**src/nts_pkg.sv**
```systemverilog
// Shared types and constants for the note table scaler.
package nts_pkg;

  localparam int TABLE_DEPTH = 1024;
  localparam int INDEX_SHIFT = 5;
  localparam int ADDR_W      = $clog2(TABLE_DEPTH);
  localparam int VALUE_W     = 32;
  localparam int POS_W       = 16;
  localparam int CFG_W       = 15;
  localparam int CFG_INDEX_W = 1;
  localparam int ENTRY_W     = 10;

  localparam logic [CFG_W-1:0] MIN_POSITION_RESET = 15'd0;
  localparam logic [CFG_W-1:0] MAX_POSITION_RESET = 15'd32736;

  typedef enum logic [1:0] {
    OP_WRITE     = 2'd0,
    OP_LOOKUP    = 2'd1,
    OP_INCREMENT = 2'd2,
    OP_SEARCH    = 2'd3
  } op_t;

  typedef enum logic [CFG_INDEX_W-1:0] {
    CFG_MIN_POSITION = 1'b0,
    CFG_MAX_POSITION = 1'b1
  } cfg_index_t;

endpackage

```
**src/nts_pos_calc.sv**
```systemverilog
// Position arithmetic: saturating increment, min/max clamp and table index.
module nts_pos_calc (
  input  logic                              increment,
  input  logic signed [nts_pkg::POS_W-1:0]  position,
  input  logic signed [nts_pkg::POS_W-1:0]  step,
  input  logic [nts_pkg::CFG_W-1:0]         min_position,
  input  logic [nts_pkg::CFG_W-1:0]         max_position,
  output logic [nts_pkg::ADDR_W-1:0]        addr,
  output logic signed [nts_pkg::POS_W-1:0]  new_position
);

  logic signed [nts_pkg::POS_W:0]   sum;
  logic signed [nts_pkg::POS_W-1:0] sat;
  logic signed [nts_pkg::POS_W-1:0] min_s;
  logic signed [nts_pkg::POS_W-1:0] max_s;
  logic signed [nts_pkg::POS_W-1:0] p;
  logic [nts_pkg::POS_W-2:0]        p_nn;
  logic [31:0]                      idx;

  always_comb begin
    sum   = {position[nts_pkg::POS_W-1], position} + {step[nts_pkg::POS_W-1], step};
    min_s = $signed({1'b0, min_position});
    max_s = $signed({1'b0, max_position});
    if (sum[nts_pkg::POS_W] != sum[nts_pkg::POS_W-1]) begin
      sat = sum[nts_pkg::POS_W] ? {1'b1, {(nts_pkg::POS_W-1){1'b0}}}
                                : {1'b0, {(nts_pkg::POS_W-1){1'b1}}};
    end else begin
      sat = sum[nts_pkg::POS_W-1:0];
    end
    // min first, then max: max wins when the two cross
    if (sat < min_s) begin
      sat = min_s;
    end
    if (sat > max_s) begin
      sat = max_s;
    end
    p    = increment ? sat : position;
    p_nn = p[nts_pkg::POS_W-1] ? '0 : p[nts_pkg::POS_W-2:0];
    idx  = 32'(p_nn) >> nts_pkg::INDEX_SHIFT;
    if (idx > 32'(nts_pkg::TABLE_DEPTH - 1)) begin
      idx = 32'(nts_pkg::TABLE_DEPTH - 1);
    end
    addr         = idx[nts_pkg::ADDR_W-1:0];
    new_position = increment ? sat : '0;
  end

endmodule

```
**config.mk**
```make
export PLATFORM = sky130hd
export DESIGN_NAME = nts_pos_calc
export DESIGN_NICKNAME = d
export VERILOG_FILES = /design/src/nts_pkg.sv /design/src/nts_pos_calc.sv
export SDC_FILE = /design/constraint.sdc
export NUM_CORES = 1
export LEC_CHECK = 0
export BUFFER_PORTS_ARGS = -buffer_cell sky130_fd_sc_hd__buf_4
export CAP_MARGIN = 15
export CORE_ASPECT_RATIO = 1.75
export CORE_MARGIN = 2
export CORE_UTILIZATION = 42
export DETAILED_ROUTE_END_ITERATION = 10
export PLACE_DENSITY_LB_ADDON = 0.3
export SETUP_SLACK_MARGIN = 0.3
export SLEW_MARGIN = 20
export SYNTH_ARGS = -nofsm -noshare
export SYNTH_HDL_FRONTEND = slang
export SYNTH_SLANG_ARGS = --single-unit
```
**constraint.sdc**
```tcl
create_clock -name vclk -period 16.25
set_input_delay 0.8125 -clock vclk [all_inputs]
set_output_delay 0.8125 -clock vclk [all_outputs]
set_load 0.1 [all_outputs]
```
==> results of run 1 <==
## cell usage after synthesis (5+ instances only)
cell type,instances,area [µm²]
buf_2,5,25.0
a22oi_1,5,37.5
a21o_1,7,52.6
o21a_1,8,60.1
o2bb2ai_1,7,61.3
nand4_1,5,31.3
a21oi_1,29,145
a31oi_1,8,50.1
mux2_2,5,56.3
a211oi_1,8,60.1
clkbuf_1,9,33.8
o21ai_0,26,130
nand3_1,16,80.1
xor2_1,6,52.6
o31ai_1,5,37.5
nand2b_1,7,43.8
ha_1,48,601
o21ai_1,6,30.0
and3_1,6,37.5
inv_1,42,158
nor2_1,29,109
nand2_1,27,101
o211ai_1,6,45.0
## worst max-delay path, delay by kind of cell
family | cells | cell delay (ps)
buffers and inverters | 4 | 850
and+or+nand+nor | 11 | 2260
adders and majority gates | 5 | 2170
muxes | 1 | 140
AOI/OAI and AO/OA | 14 | 3930
## logic make-up after synthesis
| family | count (synthesis) | share of synthesized area (%) |
|---|---|---|
| AND/OR/NAND/NOR | 116 | 23.2 |
| buffers and inverters | 60 | 9.45 |
| multiplexers | 7 | 3.00 |
| XOR/XNOR | 6 | 2.07 |
| adder cells (fa/ha/maj) | 49 | 24.4 |
| AO/OA/AOI/OAI | 139 | 37.8 |
## through the flow
step	instances	setup WS, ps	util (%)	cell area (µm²)
global placement	527	5500	55.0	3230
finish	527	5260	55.0	3230
CTS	527	5340	55.0	3230
detailed placement	527	5350	55.0	3230
floorplan	377	5590	-	2540
global route	527	4520	55.0	3230
## final cells by class
class	count	area (µm²)
Inverter	42	158
Multi-Input combinational cell	317	2300
Fill cell	616	2650
Tap cell	78	97.6
Timing Repair Buffer	90	676
## metal layers
layer | GRT usage (%) | routed length, µm | part of all wire, %
met5 | 0 | 0 | 0
met1 | 26.3 | 3180 | 40
met4 | 3.02 | 116 | 1.5
met2 | 47.4 | 4380 | 55
met3 | 1.05 | 303 | 3.8
## worst max-delay path by stage
| stage | from | to | slack (ps) | cells past startpoint |
|---|---|---|---|---|
| after floorplan | position[8] | new_position[7] | 5590 | 37 |
| after global placement | position[1] | addr[7] | 5500 | 35 |
| after detailed placement | position[1] | addr[7] | 5350 | 35 |
| after CTS | position[1] | addr[7] | 5340 | 35 |
| after global routing | position[1] | addr[7] | 4520 | 35 |
| final | position[1] | addr[7] | 5260 | 35 |
==> flow_metrics.env, run 1 <==
export IMPL_outcome="finished clean"
export IMPL_synthesis_nets=489
export IMPL_finalSetupViolCount=0
export IMPL_grt_util_all_layers_pct=23.1
export IMPL_diodes=0
export IMPL_routed_wl_mm=7.98
export IMPL_layout_commonest_cell="buf_4"
export IMPL_rsz0062_at_grt="no"
export IMPL_viasPerCell=5.77
export IMPL_synthDistinctLibCells=57
export IMPL_clockBufferCount=0
export IMPL_max_freq_mhz=91.0
export IMPL_die_h_um=107
export IMPL_die_area_um2=6710
export IMPL_max_cap_viol_count=0
export IMPL_final_nets=563
export IMPL_critical_path_arrival_ps=10180
export IMPL_drv_slew=0
export IMPL_drt_wirelength_per_cell_um=15.1
export IMPL_netlist_area_um2=2540
export IMPL_firstDrtPassIters=4
export IMPL_final_cell_mix="buf_4 (90), ha_1 (48), inv_1 (42)"
export IMPL_drive_gt1_share_pct=23.2
export IMPL_start_kind="input port"
export IMPL_gp_congestion=0.874
export IMPL_port_buffers=89
export IMPL_hold_path_class="input port to output port"
export IMPL_relSlewSlack_pct=41.7
export IMPL_holdCritStartpoint="position[15]"
export IMPL_critPathRequiredTime_ps=15440
export IMPL_overflow=0
export IMPL_cp_slowest_stage_delay_ps=730
export IMPL_ant_nets=0
export IMPL_syn_area_per_cell_um2=6.74
export IMPL_netlist_instances=377
export IMPL_path_class="input port to output port"
export IMPL_endpoint_kind="output port"
export IMPL_grt_pass1_vias=2892
export IMPL_cp_max_fo=30
export IMPL_cp_common_cell="ha_1"
export IMPL_rows=37
export IMPL_final_setup_tns_ps=0
export IMPL_drt_iter0_markers=198
export IMPL_period_share_pct=67.7
export IMPL_grt_pass1_wl_mm=13.0
export IMPL_min_to="addr[1]"
export IMPL_num_io_pins=89
export IMPL_antenna_found_initial=0
export IMPL_ctsHoldBuffers=0
export IMPL_slowest_stage="a211o_1"
export IMPL_route_detailed_drc=0
export IMPL_flops_and_latches=0
export IMPL_register_area_um2=0
export IMPL_yosysSeqAreaShare_pct=0
export IMPL_fin_crit_ps=10990
export IMPL_grt_max_degree=31
export IMPL_yosysWarnings=0
export IMPL_die_x_um=62.8
export IMPL_timing_hold_ws_ps=2070
export IMPL_start_util_pct=43.2
export IMPL_min_path_cells=3
export IMPL_tightest_slew_ps=875
export IMPL_syn_to_final_growth_pct=27.2
export IMPL_via_count=3043
export IMPL_post_cts_buffers=0
export IMPL_core_um2=5880
export IMPL_cts_resized=0
export IMPL_dp_final_hpwl_mm=6.95
export IMPL_timing_final_hold_violations=0
Power of run 1 is left out: the tool's default activity adds up to more than one toggle a clock period on the data nets, which glitch-free logic cannot reach.
==> run 2, diff against run 1 <==
- clock period: 16.25 -> 9.47 ns (I/O delays scaled with it)
==> flow_metrics.env, run 2 (synthesis results as in run 1) <==
export IMPL_outcome="finished clean"
export IMPL_grt_max_degree=31
export IMPL_grt_util_all_layers_pct=25.8
export IMPL_start_util_pct=43.2
export IMPL_grt_pass1_vias=3120
export IMPL_slowest_stage="a211o_2"
export IMPL_leakage_uw=0.00166
export IMPL_place_ws_ps=421
export IMPL_via_count=3191
export IMPL_grt_pass1_wl_mm=14.2
export IMPL_fin_crit_ps=8880
export IMPL_die_area_um2=6710
export IMPL_utilization_pct=58.0
export IMPL_path_class="input port to output port"
export IMPL_endpoint_kind="output port"
export IMPL_final_setup_tns_ps=0
export IMPL_max_cap_viol_count=0
export IMPL_route_detailed_drc=0
export IMPL_multi_input_area_um2=2390
export IMPL_antenna_found_initial=0
export IMPL_min_path_cells=3
export IMPL_viasPerCell=5.95
export IMPL_fin_area_um2=3410
export IMPL_rsz0062_at_grt="no"
export IMPL_cp_max_fo=23
export IMPL_clockBufferCount=0
export IMPL_holdCritStartpoint="position[15]"
export IMPL_ctsHoldBuffers=0
export IMPL_drt_iter0_markers=164
export IMPL_syn_to_final_growth_pct=34.2
export IMPL_firstDrtPassIters=5
export IMPL_finalSetupViolCount=0
export IMPL_min_to="addr[1]"
export IMPL_rows=37
export IMPL_final_cell_mix="buf_4 (94), ha_1 (44), inv_1 (41)"
export IMPL_core_um2=5880
export IMPL_timing_final_hold_violations=0
export IMPL_flops_and_latches=0
export IMPL_critical_path_arrival_ps=8410
export IMPL_critPathRequiredTime_ps=9000
export IMPL_routed_wl_mm=9.03
export IMPL_overflow=0
export IMPL_drv_slew=0
export IMPL_relSlewSlack_pct=54.6
export IMPL_drive_gt1_share_pct=29.0
export IMPL_register_area_um2=0
export IMPL_gp_congestion=0.946
export IMPL_drt_wirelength_per_cell_um=16.9
export IMPL_ir_drop_uv=394
export IMPL_max_freq_mhz=113
export IMPL_final_nets=572
export IMPL_cp_common_cell="buf_4"
export IMPL_cp_slowest_stage_delay_ps=420
export IMPL_ant_nets=0
export IMPL_setup_slack_ps=590
export IMPL_num_io_pins=89
export IMPL_die_x_um=62.8
export IMPL_post_dp_cell_area_um2=3300
export IMPL_nFillCells=588
export IMPL_hold_path_class="input port to output port"
export IMPL_period_share_pct=93.8
export IMPL_p_per_area_nw_per_um2=369
export IMPL_die_h_um=107
export IMPL_dp_final_hpwl_mm=7.57
export IMPL_layout_commonest_cell="buf_4"
export IMPL_start_kind="input port"
export IMPL_diodes=0
export IMPL_port_buffers=89
export IMPL_tightest_slew_ps=681
==> run 2: changes by cell type in the layout (fill, tap and decap cells not counted), sizes merged <==
cell	delta
clkinvlp	+1
buf	+9
inv	-1
==> run 2: metrics by stage <==
stage / hold WS, ps / power (µW) / cells
floorplan: 1330 / 957 / 377
global placement: 1380 / 1210 / 533
detailed placement: 1390 / 1220 / 533
CTS: 1380 / 1220 / 533
global route: 1400 / 1330 / 536
finish: 1380 / 1260 / 536
==> run 2: routing by layer <==
| metal | wire (µm) | global-route usage, % | part of all wire (%) |
|---|---|---|---|
| met5 | 0 | 0 | 0 |
| met2 | 4960 | 52.5 | 55 |
| met1 | 3350 | 26.9 | 37 |
| met3 | 253 | 0.839 | 2.8 |
| met4 | 476 | 10.2 | 5.3 |
==> run 2: final cells by class <==
cell class / instances / area share (%)
Multi-Input combinational cell: 317 / 70.1
Tap cell: 78 / 2.86
Inverter: 42 / 4.73
Timing Repair Buffer: 99 / 22.3
==> run 2: critical path: cells and delay by family <==
| family | cells | cell delay, ps |
|---|---|---|
| AO/OA/AOI/OAI | 17 | 3700 |
| adder cells (fa/ha/maj) | 6 | 1880 |
| buffers and inverters | 9 | 1440 |
| AND/OR/NAND/NOR | 6 | 920 |
==> run 2: worst max-delay path by stage <==
| stage | startpoint | depth (start not counted) | slack, ps | endpoint |
|---|---|---|---|---|
| 2_1_floorplan | position[8] | 37 | -510 | new_position[7] |
| 3_5_place_dp | position[1] | 37 | 420 | addr[5] |
| 5_1_grt | position[0] | 39 | 220 | addr[1] |
| 4_1_cts | position[1] | 37 | 400 | addr[5] |
| 3_3_place_gp | position[1] | 37 | 450 | new_position[8] |
| 6_report | position[0] | 38 | 590 | new_position[8] |
==> run 2: where the power goes <==
part	total, µW	switching [µW]	internal (µW)
logic	1260	899	358
clock network	0	0	0
registers	0	0	0
==> run 2: what timing repair did <==
action | 4_1_cts | 5_1_grt
resized for setup | 0 | 23
buffers inserted | 0 | 3
setup endpoints to repair | 0 | 25
(Power assumes the default switching activity.)
